--- src/hw/rtl/wbc_pkg.sv ---
// Shared types, widths and codes for the white blob centroid steering block.
// Used by the channel interfaces and every RTL module; depends on nothing.
`timescale 1ns / 1ps
`default_nettype none

package wbc_pkg;

    localparam int POS_W      = 12;   // column, row, centroid and bound width
    localparam int LVL_W      = 8;
    localparam int BAND_W     = 11;
    localparam int CNT_W      = 25;
    localparam int SUM_W      = 36;
    localparam int PROD_W     = POS_W + CNT_W;
    localparam int CFG_IDX_W  = 3;
    localparam int CFG_DATA_W = 25;
    localparam int CMD_W      = 3;
    localparam int STEP_W     = 5;

    localparam logic [CNT_W-1:0] TALLY_MAX = CNT_W'(16777216);

    localparam logic [POS_W-1:0]  RST_IMAGE_WIDTH = POS_W'(640);
    localparam logic [LVL_W-1:0]  RST_WHITE_LEVEL = LVL_W'(255);
    localparam logic [BAND_W-1:0] RST_HALF_BAND   = BAND_W'(25);
    localparam logic [CNT_W-1:0]  RST_MIN_WHITE   = CNT_W'(50);
    localparam logic [CNT_W-1:0]  RST_CATCH_LOW   = CNT_W'(11300);
    localparam logic [CNT_W-1:0]  RST_CATCH_HIGH  = CNT_W'(18800);
    localparam logic [POS_W-1:0]  RST_NEAR_ROW    = POS_W'(580);

    // Sequencer steps: five bound compares, then one quotient bit per step
    localparam logic [STEP_W-1:0] STEP_LB   = STEP_W'(0);
    localparam logic [STEP_W-1:0] STEP_LW   = STEP_W'(1);
    localparam logic [STEP_W-1:0] STEP_RB   = STEP_W'(2);
    localparam logic [STEP_W-1:0] STEP_RW   = STEP_W'(3);
    localparam logic [STEP_W-1:0] STEP_NEAR = STEP_W'(4);
    localparam logic [STEP_W-1:0] STEP_CDIV = STEP_W'(5);
    localparam logic [STEP_W-1:0] STEP_RDIV = STEP_W'(5 + POS_W);
    localparam logic [STEP_W-1:0] STEP_LAST = STEP_W'(5 + 2 * POS_W - 1);

    typedef enum logic [CFG_IDX_W-1:0] {
        REG_IMAGE_WIDTH      = 3'd0,
        REG_WHITE_LEVEL      = 3'd1,
        REG_CENTER_HALF_BAND = 3'd2,
        REG_MIN_WHITE_COUNT  = 3'd3,
        REG_CATCH_COUNT_LOW  = 3'd4,
        REG_CATCH_COUNT_HIGH = 3'd5,
        REG_NEAR_ROW_LIMIT   = 3'd6
    } t_reg_idx;

    typedef enum logic [CMD_W-1:0] {
        CMD_STOP    = 3'd0,
        CMD_FORWARD = 3'd1,
        CMD_LEFT    = 3'd2,
        CMD_RIGHT   = 3'd3,
        CMD_REVERSE = 3'd4,
        CMD_CATCH   = 3'd5
    } t_cmd;

    typedef enum logic [1:0] {
        MODE_STOP     = 2'd0,
        MODE_STRAIGHT = 2'd1,
        MODE_TURN     = 2'd2
    } t_mode;

    typedef enum logic [2:0] {
        S_IDLE = 3'd0,
        S_LOAD = 3'd1,
        S_MUL  = 3'd2,
        S_CMP  = 3'd3,
        S_FIN  = 3'd4
    } t_seq_state;

    typedef struct packed {
        logic [CNT_W-1:0] tally;
        logic [SUM_W-1:0] col_sum;
        logic [SUM_W-1:0] row_sum;
    } t_frame_stats;

    typedef struct packed {
        logic [POS_W-1:0]  image_width;
        logic [BAND_W-1:0] center_half_band;
        logic [CNT_W-1:0]  min_white_count;
        logic [CNT_W-1:0]  catch_count_low;
        logic [CNT_W-1:0]  catch_count_high;
        logic [POS_W-1:0]  near_row_limit;
    } t_steer_cfg;

endpackage

`default_nettype wire

--- src/hw/rtl/wbc_pix_if.sv ---
// Pixel input channel: valid/ready handshake with one RGB pixel and end of frame flag.
// Depends on wbc_pkg.
`timescale 1ns / 1ps
`default_nettype none

interface wbc_pix_if;
    logic                      valid;
    logic                      ready;
    logic [wbc_pkg::LVL_W-1:0] red;
    logic [wbc_pkg::LVL_W-1:0] green;
    logic [wbc_pkg::LVL_W-1:0] blue;
    logic                      last_pixel;

    modport source (output valid, red, green, blue, last_pixel, input ready);
    modport sink   (input valid, red, green, blue, last_pixel, output ready);
endinterface

`default_nettype wire

--- src/hw/rtl/wbc_res_if.sv ---
// Result channel: valid/ready handshake with drive command, white count and centroid.
// Depends on wbc_pkg.
`timescale 1ns / 1ps
`default_nettype none

interface wbc_res_if;
    logic                      valid;
    logic                      ready;
    logic [wbc_pkg::CMD_W-1:0] command;
    logic [wbc_pkg::CNT_W-1:0] white_count;
    logic [wbc_pkg::POS_W-1:0] center_col;
    logic [wbc_pkg::POS_W-1:0] center_row;

    modport source (output valid, command, white_count, center_col, center_row, input ready);
    modport sink   (input valid, command, white_count, center_col, center_row, output ready);
endinterface

`default_nettype wire

--- src/hw/rtl/wbc_accum.sv ---
// Per-pixel accumulation: raster position, white tally and column/row sums.
// Snapshots the frame totals on the last pixel. Depends on wbc_pkg.
`timescale 1ns / 1ps
`default_nettype none

module wbc_accum (
    input  wire                          i_clk,
    input  wire                          i_rst_n,
    input  wire                          i_take,
    input  wire [wbc_pkg::LVL_W-1:0]     i_red,
    input  wire [wbc_pkg::LVL_W-1:0]     i_green,
    input  wire [wbc_pkg::LVL_W-1:0]     i_blue,
    input  wire                          i_last,
    input  wire [wbc_pkg::POS_W-1:0]     i_image_width,
    input  wire [wbc_pkg::LVL_W-1:0]     i_white_level,
    output wbc_pkg::t_frame_stats        o_stats
);

    logic [wbc_pkg::POS_W-1:0] r_col;
    logic [wbc_pkg::POS_W-1:0] r_row;
    logic [wbc_pkg::CNT_W-1:0] r_tally;
    logic [wbc_pkg::SUM_W-1:0] r_col_sum;
    logic [wbc_pkg::SUM_W-1:0] r_row_sum;
    wbc_pkg::t_frame_stats     r_snap;

    logic [wbc_pkg::POS_W-1:0] n_col;
    logic [wbc_pkg::POS_W-1:0] n_row;
    logic [wbc_pkg::CNT_W-1:0] n_tally;
    logic [wbc_pkg::SUM_W-1:0] n_col_sum;
    logic [wbc_pkg::SUM_W-1:0] n_row_sum;

    logic                      is_white;
    logic [wbc_pkg::POS_W:0]   eff_w;
    logic [wbc_pkg::POS_W:0]   col_inc;
    logic                      wrap;

    // a zero width behaves as one pixel per row
    assign eff_w    = (i_image_width == '0) ? (wbc_pkg::POS_W+1)'(1) : {1'b0, i_image_width};
    assign col_inc  = {1'b0, r_col} + (wbc_pkg::POS_W+1)'(1);
    assign wrap     = (col_inc >= eff_w);
    assign is_white = (i_red == i_white_level) && (i_green == i_white_level)
                      && (i_blue == i_white_level) && (r_tally < wbc_pkg::TALLY_MAX);

    always_comb begin
        n_tally   = r_tally;
        n_col_sum = r_col_sum;
        n_row_sum = r_row_sum;
        if (is_white) begin
            n_tally   = r_tally + wbc_pkg::CNT_W'(1);
            n_col_sum = r_col_sum + wbc_pkg::SUM_W'(r_col);
            n_row_sum = r_row_sum + wbc_pkg::SUM_W'(r_row);
        end
        n_col = wrap ? '0 : col_inc[wbc_pkg::POS_W-1:0];
        n_row = wrap ? r_row + wbc_pkg::POS_W'(1) : r_row;
    end

    always_ff @(posedge i_clk) begin
        if (!i_rst_n) begin
            r_col     <= '0;
            r_row     <= '0;
            r_tally   <= '0;
            r_col_sum <= '0;
            r_row_sum <= '0;
        end else if (i_take) begin
            if (i_last) begin
                r_col     <= '0;
                r_row     <= '0;
                r_tally   <= '0;
                r_col_sum <= '0;
                r_row_sum <= '0;
            end else begin
                r_col     <= n_col;
                r_row     <= n_row;
                r_tally   <= n_tally;
                r_col_sum <= n_col_sum;
                r_row_sum <= n_row_sum;
            end
        end
    end

    // frame totals include the last pixel itself
    always_ff @(posedge i_clk) begin
        if (i_take && i_last) begin
            r_snap.tally   <= n_tally;
            r_snap.col_sum <= n_col_sum;
            r_snap.row_sum <= n_row_sum;
        end
    end

    assign o_stats = r_snap;

`ifndef SYNTHESIS
    a_tally_cap: assert property (@(posedge i_clk) disable iff (!i_rst_n)
        r_tally <= wbc_pkg::TALLY_MAX)
        else $error("white tally above its cap");

    a_frame_clear: assert property (@(posedge i_clk) disable iff (!i_rst_n)
        i_take && i_last |=> r_tally == '0 && r_col == '0 && r_row == '0
                             && r_col_sum == '0 && r_row_sum == '0)
        else $error("accumulators not cleared after end of frame");

    a_sums_empty: assert property (@(posedge i_clk) disable iff (!i_rst_n)
        r_tally == '0 |-> r_col_sum == '0 && r_row_sum == '0)
        else $error("sums non-zero with no white pixels counted");
`endif

endmodule

`default_nettype wire

--- src/hw/rtl/wbc_steer_seq.sv ---
// End-of-frame sequencer: one shared 12x25 multiplier drives the bound compares
// and both centroid divisions (one quotient bit per step). Depends on wbc_pkg, wbc_res_if.
`timescale 1ns / 1ps
`default_nettype none

module wbc_steer_seq (
    input  wire                       i_clk,
    input  wire                       i_rst_n,
    input  wire                       i_start,
    input  wbc_pkg::t_frame_stats     i_stats,
    input  wbc_pkg::t_steer_cfg       i_cfg,
    output logic                      o_busy,
    wbc_res_if.source                 o_res
);

    wbc_pkg::t_seq_state        r_state, n_state;
    logic [wbc_pkg::STEP_W-1:0] r_step;
    logic [wbc_pkg::PROD_W-1:0] r_prod;
    logic [wbc_pkg::POS_W-1:0]  r_qcol;
    logic [wbc_pkg::POS_W-1:0]  r_qrow;
    logic                       r_le_lb, r_le_lw, r_ge_rb, r_ge_rw, r_gt_near;
    logic                       r_stop;
    wbc_pkg::t_mode             r_mode;

    logic                       r_out_valid;
    wbc_pkg::t_cmd              r_out_cmd;
    logic [wbc_pkg::CNT_W-1:0]  r_out_count;
    logic [wbc_pkg::POS_W-1:0]  r_out_col;
    logic [wbc_pkg::POS_W-1:0]  r_out_row;

    logic [wbc_pkg::CNT_W-1:0]  n_cnt;
    logic                       too_few;
    logic                       can_load;
    logic                       do_load;

    logic [wbc_pkg::BAND_W-1:0] half;
    logic [wbc_pkg::BAND_W-1:0] lb;
    logic [wbc_pkg::POS_W-1:0]  rb;
    logic [wbc_pkg::POS_W-1:0]  lw;
    logic [wbc_pkg::POS_W+1:0]  w3;
    logic [wbc_pkg::POS_W-1:0]  rw;

    logic                       in_cdiv, in_rdiv;
    logic [wbc_pkg::STEP_W-1:0] div_idx;
    logic [3:0]                 bitpos;
    logic [wbc_pkg::POS_W-1:0]  trial_col, trial_row;
    logic [wbc_pkg::POS_W-1:0]  operand;
    logic [wbc_pkg::PROD_W-1:0] mul_res;
    logic [wbc_pkg::PROD_W-1:0] csum_x, rsum_x;

    wbc_pkg::t_cmd              dec_cmd;
    wbc_pkg::t_mode             dec_mode;

    assign n_cnt   = i_stats.tally;
    assign too_few = (n_cnt <= i_cfg.min_white_count) || (n_cnt == '0);
    assign csum_x  = {1'b0, i_stats.col_sum};
    assign rsum_x  = {1'b0, i_stats.row_sum};

    // centre band and quarter bounds from the raw width
    assign half = i_cfg.image_width[wbc_pkg::POS_W-1:1];
    assign lb   = (half > i_cfg.center_half_band) ? half - i_cfg.center_half_band : '0;
    assign rb   = {1'b0, half} + {1'b0, i_cfg.center_half_band};
    assign lw   = {2'b00, i_cfg.image_width[wbc_pkg::POS_W-1:2]};
    assign w3   = {2'b00, i_cfg.image_width} + {1'b0, i_cfg.image_width, 1'b0};
    assign rw   = w3[wbc_pkg::POS_W+1:2];

    assign in_cdiv = (r_step >= wbc_pkg::STEP_CDIV) && (r_step < wbc_pkg::STEP_RDIV);
    assign in_rdiv = (r_step >= wbc_pkg::STEP_RDIV);
    assign div_idx = in_rdiv ? r_step - wbc_pkg::STEP_RDIV : r_step - wbc_pkg::STEP_CDIV;
    // quotient bits are tried most significant first
    assign bitpos    = 4'(wbc_pkg::POS_W - 1) - div_idx[3:0];
    assign trial_col = r_qcol | (wbc_pkg::POS_W'(1) << bitpos);
    assign trial_row = r_qrow | (wbc_pkg::POS_W'(1) << bitpos);

    always_comb begin
        operand = '0;
        if (in_rdiv) begin
            operand = trial_row;
        end else if (in_cdiv) begin
            operand = trial_col;
        end else begin
            unique case (r_step)
                wbc_pkg::STEP_LB:   operand = {1'b0, lb};
                wbc_pkg::STEP_LW:   operand = lw;
                wbc_pkg::STEP_RB:   operand = rb;
                wbc_pkg::STEP_RW:   operand = rw;
                wbc_pkg::STEP_NEAR: operand = i_cfg.near_row_limit;
                default:            operand = '0;
            endcase
        end
    end

    assign mul_res = operand * n_cnt;

    // drive decision from the registered compare flags, the white count and the previous mode
    always_comb begin
        dec_cmd  = wbc_pkg::CMD_FORWARD;
        dec_mode = wbc_pkg::MODE_STRAIGHT;
        if (r_stop) begin
            dec_cmd  = wbc_pkg::CMD_STOP;
            dec_mode = wbc_pkg::MODE_STOP;
        end else if (r_le_lb) begin
            if (r_le_lw || r_mode == wbc_pkg::MODE_TURN) begin
                dec_cmd  = wbc_pkg::CMD_LEFT;
                dec_mode = wbc_pkg::MODE_TURN;
            end
        end else if (r_ge_rb) begin
            if (r_ge_rw || r_mode == wbc_pkg::MODE_TURN) begin
                dec_cmd  = wbc_pkg::CMD_RIGHT;
                dec_mode = wbc_pkg::MODE_TURN;
            end
        end else if (n_cnt >= i_cfg.catch_count_low && n_cnt <= i_cfg.catch_count_high) begin
            dec_cmd = wbc_pkg::CMD_CATCH;
        end else if (n_cnt > i_cfg.catch_count_high || r_gt_near) begin
            dec_cmd = wbc_pkg::CMD_REVERSE;
        end
    end

    assign can_load = !r_out_valid || o_res.ready;

    always_comb begin
        n_state = r_state;
        do_load = 1'b0;
        unique case (r_state)
            wbc_pkg::S_IDLE: if (i_start) n_state = wbc_pkg::S_LOAD;
            wbc_pkg::S_LOAD: n_state = too_few ? wbc_pkg::S_FIN : wbc_pkg::S_MUL;
            wbc_pkg::S_MUL:  n_state = wbc_pkg::S_CMP;
            wbc_pkg::S_CMP: begin
                if (r_step == wbc_pkg::STEP_LAST) n_state = wbc_pkg::S_FIN;
                else                              n_state = wbc_pkg::S_MUL;
            end
            wbc_pkg::S_FIN: begin
                if (can_load) begin
                    do_load = 1'b1;
                    n_state = wbc_pkg::S_IDLE;
                end
            end
            default: n_state = wbc_pkg::S_IDLE;
        endcase
    end

    always_ff @(posedge i_clk) begin
        if (!i_rst_n) r_state <= wbc_pkg::S_IDLE;
        else          r_state <= n_state;
    end

    always_ff @(posedge i_clk) begin
        if (!i_rst_n) begin
            r_step <= '0;
        end else if (r_state == wbc_pkg::S_LOAD) begin
            r_step <= '0;
        end else if (r_state == wbc_pkg::S_CMP) begin
            r_step <= r_step + wbc_pkg::STEP_W'(1);
        end
    end

    // datapath of the shared unit
    always_ff @(posedge i_clk) begin
        if (r_state == wbc_pkg::S_LOAD) begin
            r_stop <= too_few;
            r_qcol <= '0;
            r_qrow <= '0;
        end
        if (r_state == wbc_pkg::S_MUL) begin
            r_prod <= mul_res;
        end
        if (r_state == wbc_pkg::S_CMP) begin
            if (in_rdiv) begin
                if (r_prod <= rsum_x) r_qrow <= trial_row;
            end else if (in_cdiv) begin
                if (r_prod <= csum_x) r_qcol <= trial_col;
            end else begin
                case (r_step)
                    wbc_pkg::STEP_LB:   r_le_lb   <= (csum_x <= r_prod);
                    wbc_pkg::STEP_LW:   r_le_lw   <= (csum_x <= r_prod);
                    wbc_pkg::STEP_RB:   r_ge_rb   <= (csum_x >= r_prod);
                    wbc_pkg::STEP_RW:   r_ge_rw   <= (csum_x >= r_prod);
                    wbc_pkg::STEP_NEAR: r_gt_near <= (rsum_x > r_prod);
                    default: ;
                endcase
            end
        end
    end

    always_ff @(posedge i_clk) begin
        if (!i_rst_n) begin
            r_mode      <= wbc_pkg::MODE_STOP;
            r_out_valid <= 1'b0;
        end else begin
            if (do_load) begin
                r_mode      <= dec_mode;
                r_out_valid <= 1'b1;
            end else if (o_res.ready) begin
                r_out_valid <= 1'b0;
            end
        end
    end

    always_ff @(posedge i_clk) begin
        if (do_load) begin
            r_out_cmd   <= dec_cmd;
            r_out_count <= n_cnt;
            r_out_col   <= r_qcol;
            r_out_row   <= r_qrow;
        end
    end

    assign o_busy            = (r_state != wbc_pkg::S_IDLE);
    assign o_res.valid       = r_out_valid;
    assign o_res.command     = r_out_cmd;
    assign o_res.white_count = r_out_count;
    assign o_res.center_col  = r_out_col;
    assign o_res.center_row  = r_out_row;

`ifndef SYNTHESIS
    a_start_idle: assert property (@(posedge i_clk) disable iff (!i_rst_n)
        i_start |-> r_state == wbc_pkg::S_IDLE)
        else $error("frame end taken while sequencer busy");

    a_step_range: assert property (@(posedge i_clk) disable iff (!i_rst_n)
        (r_state == wbc_pkg::S_MUL || r_state == wbc_pkg::S_CMP)
        |-> r_step <= wbc_pkg::STEP_LAST)
        else $error("sequencer step out of range");

    a_stop_zero: assert property (@(posedge i_clk) disable iff (!i_rst_n)
        r_out_valid && r_out_cmd == wbc_pkg::CMD_STOP |-> r_out_col == '0 && r_out_row == '0)
        else $error("stop result carries a centroid");

    a_fin_hold: assert property (@(posedge i_clk) disable iff (!i_rst_n)
        r_state == wbc_pkg::S_FIN && r_out_valid && !o_res.ready |=> r_state == wbc_pkg::S_FIN)
        else $error("result overwritten before transfer");
`endif

endmodule

`default_nettype wire

--- src/hw/rtl/white_blob_centroid_steering.sv ---
// Channel   Dir  Handshake      Payload
// i_pix     in   valid/ready    red, green, blue, last_pixel
// o_res     out  valid/ready    command, white_count, center_col, center_row
// i_cfg_*   in   write enable   register index, data
// Ordinary pixels are taken one per cycle. After the pixel flagged last the input stalls
// while the shared multiplier runs five bound compares and two 12-bit quotients (29 steps,
// each a multiply state and a compare state, plus load and finish); only load and finish when
// too few pixels are white; longer if the result register is full.
// Reset is synchronous, active low; it restores register defaults and clears the frame state.
// Depends on wbc_pkg, wbc_pix_if, wbc_res_if, wbc_accum, wbc_steer_seq.
`timescale 1ns / 1ps
`default_nettype none

module white_blob_centroid_steering (
    input  wire                               i_clk,
    input  wire                               i_rst_n,
    wbc_pix_if.sink                           i_pix,
    wbc_res_if.source                         o_res,
    input  wire                               i_cfg_we,
    input  wire [wbc_pkg::CFG_IDX_W-1:0]      i_cfg_idx,
    input  wire [wbc_pkg::CFG_DATA_W-1:0]     i_cfg_data
);

    logic [wbc_pkg::POS_W-1:0]  r_image_width;
    logic [wbc_pkg::LVL_W-1:0]  r_white_level;
    logic [wbc_pkg::BAND_W-1:0] r_half_band;
    logic [wbc_pkg::CNT_W-1:0]  r_min_white;
    logic [wbc_pkg::CNT_W-1:0]  r_catch_low;
    logic [wbc_pkg::CNT_W-1:0]  r_catch_high;
    logic [wbc_pkg::POS_W-1:0]  r_near_row;

    wbc_pkg::t_steer_cfg        steer_cfg;
    wbc_pkg::t_frame_stats      stats;
    logic                       seq_busy;
    logic                       pix_take;
    logic                       frame_end;

    always_ff @(posedge i_clk) begin
        if (!i_rst_n) begin
            r_image_width <= wbc_pkg::RST_IMAGE_WIDTH;
            r_white_level <= wbc_pkg::RST_WHITE_LEVEL;
            r_half_band   <= wbc_pkg::RST_HALF_BAND;
            r_min_white   <= wbc_pkg::RST_MIN_WHITE;
            r_catch_low   <= wbc_pkg::RST_CATCH_LOW;
            r_catch_high  <= wbc_pkg::RST_CATCH_HIGH;
            r_near_row    <= wbc_pkg::RST_NEAR_ROW;
        end else if (i_cfg_we) begin
            unique case (i_cfg_idx)
                wbc_pkg::REG_IMAGE_WIDTH:      r_image_width <= i_cfg_data[wbc_pkg::POS_W-1:0];
                wbc_pkg::REG_WHITE_LEVEL:      r_white_level <= i_cfg_data[wbc_pkg::LVL_W-1:0];
                wbc_pkg::REG_CENTER_HALF_BAND: r_half_band   <= i_cfg_data[wbc_pkg::BAND_W-1:0];
                wbc_pkg::REG_MIN_WHITE_COUNT:  r_min_white   <= i_cfg_data[wbc_pkg::CNT_W-1:0];
                wbc_pkg::REG_CATCH_COUNT_LOW:  r_catch_low   <= i_cfg_data[wbc_pkg::CNT_W-1:0];
                wbc_pkg::REG_CATCH_COUNT_HIGH: r_catch_high  <= i_cfg_data[wbc_pkg::CNT_W-1:0];
                wbc_pkg::REG_NEAR_ROW_LIMIT:   r_near_row    <= i_cfg_data[wbc_pkg::POS_W-1:0];
                default: ;
            endcase
        end
    end

    assign steer_cfg.image_width      = r_image_width;
    assign steer_cfg.center_half_band = r_half_band;
    assign steer_cfg.min_white_count  = r_min_white;
    assign steer_cfg.catch_count_low  = r_catch_low;
    assign steer_cfg.catch_count_high = r_catch_high;
    assign steer_cfg.near_row_limit   = r_near_row;

    assign i_pix.ready = !seq_busy;
    assign pix_take    = i_pix.valid && !seq_busy;
    assign frame_end   = pix_take && i_pix.last_pixel;

    wbc_accum u_accum (
        .i_clk         (i_clk),
        .i_rst_n       (i_rst_n),
        .i_take        (pix_take),
        .i_red         (i_pix.red),
        .i_green       (i_pix.green),
        .i_blue        (i_pix.blue),
        .i_last        (i_pix.last_pixel),
        .i_image_width (r_image_width),
        .i_white_level (r_white_level),
        .o_stats       (stats)
    );

    wbc_steer_seq u_seq (
        .i_clk   (i_clk),
        .i_rst_n (i_rst_n),
        .i_start (frame_end),
        .i_stats (stats),
        .i_cfg   (steer_cfg),
        .o_busy  (seq_busy),
        .o_res   (o_res)
    );

endmodule

`default_nettype wire
--- src/flat_wrapper.sv ---
// flat-port wrapper written by rule: the top's interface ports become plain ports
module white_blob_centroid_steering_flat 
  (i_clk, i_rst_n, i_cfg_we, i_cfg_idx, i_cfg_data, i_pix_valid, i_pix_red, i_pix_green, i_pix_blue, i_pix_last_pixel, i_pix_ready, o_res_valid, o_res_command, o_res_white_count, o_res_center_col, o_res_center_row, o_res_ready);
  wbc_pix_if i_pix_i ();
  wbc_res_if o_res_i ();
  input  wire i_clk;
  input  wire i_rst_n;
  input  wire i_cfg_we;
  input  wire [wbc_pkg::CFG_IDX_W-1:0] i_cfg_idx;
  input  wire [wbc_pkg::CFG_DATA_W-1:0] i_cfg_data;
  input wire logic [$bits(i_pix_i.valid)-1:0] i_pix_valid;
  input wire logic [$bits(i_pix_i.red)-1:0] i_pix_red;
  input wire logic [$bits(i_pix_i.green)-1:0] i_pix_green;
  input wire logic [$bits(i_pix_i.blue)-1:0] i_pix_blue;
  input wire logic [$bits(i_pix_i.last_pixel)-1:0] i_pix_last_pixel;
  output wire logic [$bits(i_pix_i.ready)-1:0] i_pix_ready;
  output wire logic [$bits(o_res_i.valid)-1:0] o_res_valid;
  output wire logic [$bits(o_res_i.command)-1:0] o_res_command;
  output wire logic [$bits(o_res_i.white_count)-1:0] o_res_white_count;
  output wire logic [$bits(o_res_i.center_col)-1:0] o_res_center_col;
  output wire logic [$bits(o_res_i.center_row)-1:0] o_res_center_row;
  input wire logic [$bits(o_res_i.ready)-1:0] o_res_ready;
  assign i_pix_i.valid = i_pix_valid;
  assign i_pix_i.red = i_pix_red;
  assign i_pix_i.green = i_pix_green;
  assign i_pix_i.blue = i_pix_blue;
  assign i_pix_i.last_pixel = i_pix_last_pixel;
  assign i_pix_ready = i_pix_i.ready;
  assign o_res_valid = o_res_i.valid;
  assign o_res_command = o_res_i.command;
  assign o_res_white_count = o_res_i.white_count;
  assign o_res_center_col = o_res_i.center_col;
  assign o_res_center_row = o_res_i.center_row;
  assign o_res_i.ready = o_res_ready;
  white_blob_centroid_steering u_core (.i_clk(i_clk), .i_rst_n(i_rst_n), .i_pix(i_pix_i), .o_res(o_res_i), .i_cfg_we(i_cfg_we), .i_cfg_idx(i_cfg_idx), .i_cfg_data(i_cfg_data));
endmodule
--- config.mk ---
export PLATFORM = sky130hd
export DESIGN_NAME = white_blob_centroid_steering_flat
export DESIGN_NICKNAME = d
export VERILOG_FILES = /design/src/hw/rtl/wbc_pkg.sv /design/src/hw/rtl/wbc_pix_if.sv /design/src/hw/rtl/wbc_res_if.sv /design/src/hw/rtl/wbc_accum.sv /design/src/hw/rtl/wbc_steer_seq.sv /design/src/hw/rtl/white_blob_centroid_steering.sv /design/src/flat_wrapper.sv
export SDC_FILE = /design/constraint.sdc
export NUM_CORES = 2
export LEC_CHECK = 0
export BUFFER_PORTS_ARGS = -buffer_cell sky130_fd_sc_hd__buf_4
export CORE_MARGIN = 2
export CORE_UTILIZATION = 35
export CTS_BUF_LIST = sky130_fd_sc_hd__clkbuf_8
export CTS_CLUSTER_SIZE = 8
export DETAILED_ROUTE_END_ITERATION = 12
export MAX_ROUTING_LAYER = met4
export PLACE_DENSITY_LB_ADDON = 0.25
export SLEW_MARGIN = 0
export SYNTH_ARGS = -nofsm -noshare
export SYNTH_HDL_FRONTEND = slang
export SYNTH_HIERARCHICAL = 1
export SYNTH_SLANG_ARGS = --single-unit
--- constraint.sdc ---
create_clock -name i_clk -period 16 [get_ports i_clk]
set_clock_uncertainty 0.1 [all_clocks]
set_input_delay 1.6 -clock i_clk [delete_from_list [all_inputs] [get_ports i_clk]]
set_output_delay 1.6 -clock i_clk [all_outputs]
set_load 0.1 [all_outputs]
==> run_results.csv <==
group,metric,value,unit
outcome,status,"completed",
placement,gp_congestion,0.892,
synthesis,synth_xor_area_frac,0.0405,
grt,antenna_found_initial,5,
drt,via_per_inst,5.12,
floorplanning,die_h,322,um
drt,wl,101,mm
synthesis,synth_edf_count,192,
sta,slew-limit-headroom,0.270,
critical_path,path_max_fanout,25,
power_and_ir_drop,power.density,139,nW/um^2
synthesis,synth-compound-area-share,0.128,
drt,drc_errors,0,
critical_path,arrival,9.30,ns
grt,grt_pass1_wl,159,mm
synthesis,synth_top_family_by_area,"adder cells",
floorplanning,die-width,322,um
floorplanning,die_area,104000,sq um
sta,period_needed,8.89,ns
run,cap_violations,0,
synthesis,syn_area,35500,sq um
drt,dr.first_iter.drc_count,1919,
sta,worst_slew_pin_slew,1.09,ns
synthesis,yosysTopAreaCell,"edfxtp_1",
finish,layout.nets,4491,
synthesis,synth_top_area_share,0.163,
critical_path,r2r_start,"u_core/r_image_width[1]",
synthesis,yosysWarnings,6,
finish,fillers,10100,
synthesis,synth_mux_area_frac,0.0360,
floorplanning,pin_count,112,
clock_tree,post_cts_resized,0,
critical_path,cp-end-kind,"flip-flop",
drt,ant_nets,0,
drt,vias,27300,
synthesis,synth.top_cells.by_area,"edfxtp_1 16%, dfxtp_1 15%, fa_1 13%",
grt,grt_pass1_vias,27300,
finish,fin_area,39500,sq um
drt,drt_first_pass_iters,6,
hold_path,hold_path.class,"reg2reg",
critical_path,slowest_stage,"a21oi_4",
grt,grt_max_degree,85,
synthesis,ys_async_sr_fraction,0,
synthesis,synth-adder-area-share,0.239,
placement,io_buffers,111,
synthesis,synth_simple_gate_area_frac,0.170,
placement,placed_area,37700,sq um
placement,dpl.hpwl,74.0,mm
clock_tree,clock-root-buffer,"clkbuf_8",
synthesis,synth_fp_nets,4420,
sta,max_freq,112,MHz
clock_tree,clk_pin_slew,0.06,ns
placement,place_ws,7.19,ns
floorplanning,num_rows,116,
sta,finalSetupTns,0,ns
floorplanning,start_util,0.354,
critical_path,slowest_delay,0.71,ns
finish,utilization,0.394,
clock_tree,clock-sinks,466,
synthesis,ys_seq_area_frac,0.317,
sta,hold_viol,0,
sta,grt_setup_unrepaired,"false",
clock_tree,cts_max_level,3,
sta,finalWorstSetupSlack,7.11,ns
clock_tree,clock_path_buffers,3,
floorplanning,design.core.area,100000,sq um
clock_tree,hold_buffers,0,
synthesis,synth.avg_cell_area,9.27,sq um
grt,grt.total_usage,0.204,
hold_path,min_path_cells,2,
power_and_ir_drop,p_total,5.47,mW
sta,period_share,0.556,
synthesis,synth.most_common_cell,"nand2_1",
power_and_ir_drop,ir_drop,0.153,mV
critical_path,required,16.41,ns
finish,drive_above_1_share,0.0879,
synthesis,synth_common_cells,"533 x nand2_1, 453 x inv_1, 302 x ha_1",
critical_path,path_class,"reg2reg",
synthesis,synth_flop_cell,"dfxtp_1",
synthesis,synth.distinct_cells,94,
hold_path,min-delay-start,"u_core/r_min_white[24]",
clock_tree,post_cts_buffers,0,
clock_tree,tritoncts,"done",
synthesis,synth-seq-cells,466,
power_and_ir_drop,p_leak,17.3,nW
clock_tree,insertion_delay,0.73,ns
critical_path,critPathLaunch,"u_core/r_image_width[1]",
clock_tree,cts_buffers,87,
critical_path,cp-start-kind,"flip-flop",
sta,drv_slew,0,
finish,syn_to_final_growth,11.4,%
finish,regArea,11300,sq um
sta,setup_viol,0,
drt,routedWlPerCell,19.0,um
synthesis,synthCells,3825,
grt,grt-ovfl-total,0,
finish,multi_input_area,21800,sq um
critical_path,r2r_cells,28,
[critical path: cells and delay by family (launching register included)]
kind / cells / cell delay (ns)
AND/OR/NAND/NOR: 1 / 0.18
adder cells (fa/ha/maj): 8 / 3.70
buffers and inverters: 6 / 0.46
flip-flops: 1 / 0.39
AO/OA/AOI/OAI: 13 / 3.87
[logic make-up after synthesis]
group	count (synthesis)
buf+inv	633
xor+xnor	164
mux	127
compound gates	673
fa+ha+maj	537
simple gates	1225
flops	466
[placed cells by master (no fill, tap or decap), types with 13 or more instances in the layout]
master / instances
a32o_1: 13
a211oi_1: 15
buf_4: 161
o21bai_1: 15
or3_1: 33
nor2_1: 125
a41oi_1: 14
a31oi_1: 34
o21a_1: 34
and3_1: 47
o31ai_1: 36
a21oi_1: 146
a21o_1: 53
nand4_1: 54
fa_1: 235
inv_1: 487
dfxtp_1: 274
clkbuf_8: 107
o21ai_0: 137
a22o_1: 34
edfxtp_1: 192
nor2b_1: 107
xor2_1: 51
nor3_1: 51
nand3_1: 78
xnor2_1: 113
nand2b_1: 34
o211ai_1: 24
and2_1: 70
nand2_1: 533
ha_1: 302
mux2i_1: 122
nor4_1: 20
[where the power goes]
part	internal (mW)	switching [mW]
logic	1.15	1.68
registers	1.42	0.0415
clock network	0.642	0.539
total	3.21	2.27
[final cells by class]
type                    count  area share
repair buffers            162      0.0308
clock inverters            55     0.00833
inverters                 453      0.0430
diodes                      4    0.000253
multi-input cells        2726       0.553
flip-flops and latches    466       0.285
clock buffers             107      0.0373
well taps                1357      0.0430
[stage by stage]
stage / hold slack, ns / cells
after detailed placement: 0.347 / 5163
final: 0.357 / 5330
after global routing: 0.373 / 5329
after CTS: 0.359 / 5325
after global placement: 0.342 / 5163
after floorplan: 0.323 / 3825
[metal layers]
metal  wire length (um)  GRT usage  vias to the layer above
met1              48500      0.281                    13200
met3               5380     0.0320                      166
li1                   -          -                    13300
met5                  0          -                        -
met4               2910     0.0631                        0
met2              44700      0.307                      682
[path summary, 6_finish.rpt]
check | end | slack [ns]
min reg2reg | u_core/r_min_white[24] | 0.36
max reg2reg | u_core/u_seq/r_prod[33] | 7.11
max | u_core/u_seq/r_prod[33] | 7.11
min | u_core/r_min_white[24] | 0.36
[sequential cells by signal, indices dropped and copies added, names as in the netlist, 12 cells and up]
register / flops
u_core/u_accum/o_stats: 97
u_core/u_seq/r_prod: 37
u_core/u_accum/r_col_sum: 36
u_core/u_accum/r_row_sum: 36
u_core/r_catch_high: 25
u_core/r_catch_low: 25
u_core/r_min_white: 25
u_core/u_accum/r_tally: 25
u_core/u_seq/o_res.white_count: 25
u_core/r_image_width: 12
u_core/r_near_row: 12
u_core/u_accum/r_col: 12
u_core/u_accum/r_row: 12
u_core/u_seq/o_res.center_col: 12
u_core/u_seq/o_res.center_row: 12
u_core/u_seq/r_qcol: 12
u_core/u_seq/r_qrow: 12
(Power assumes the default switching activity.)
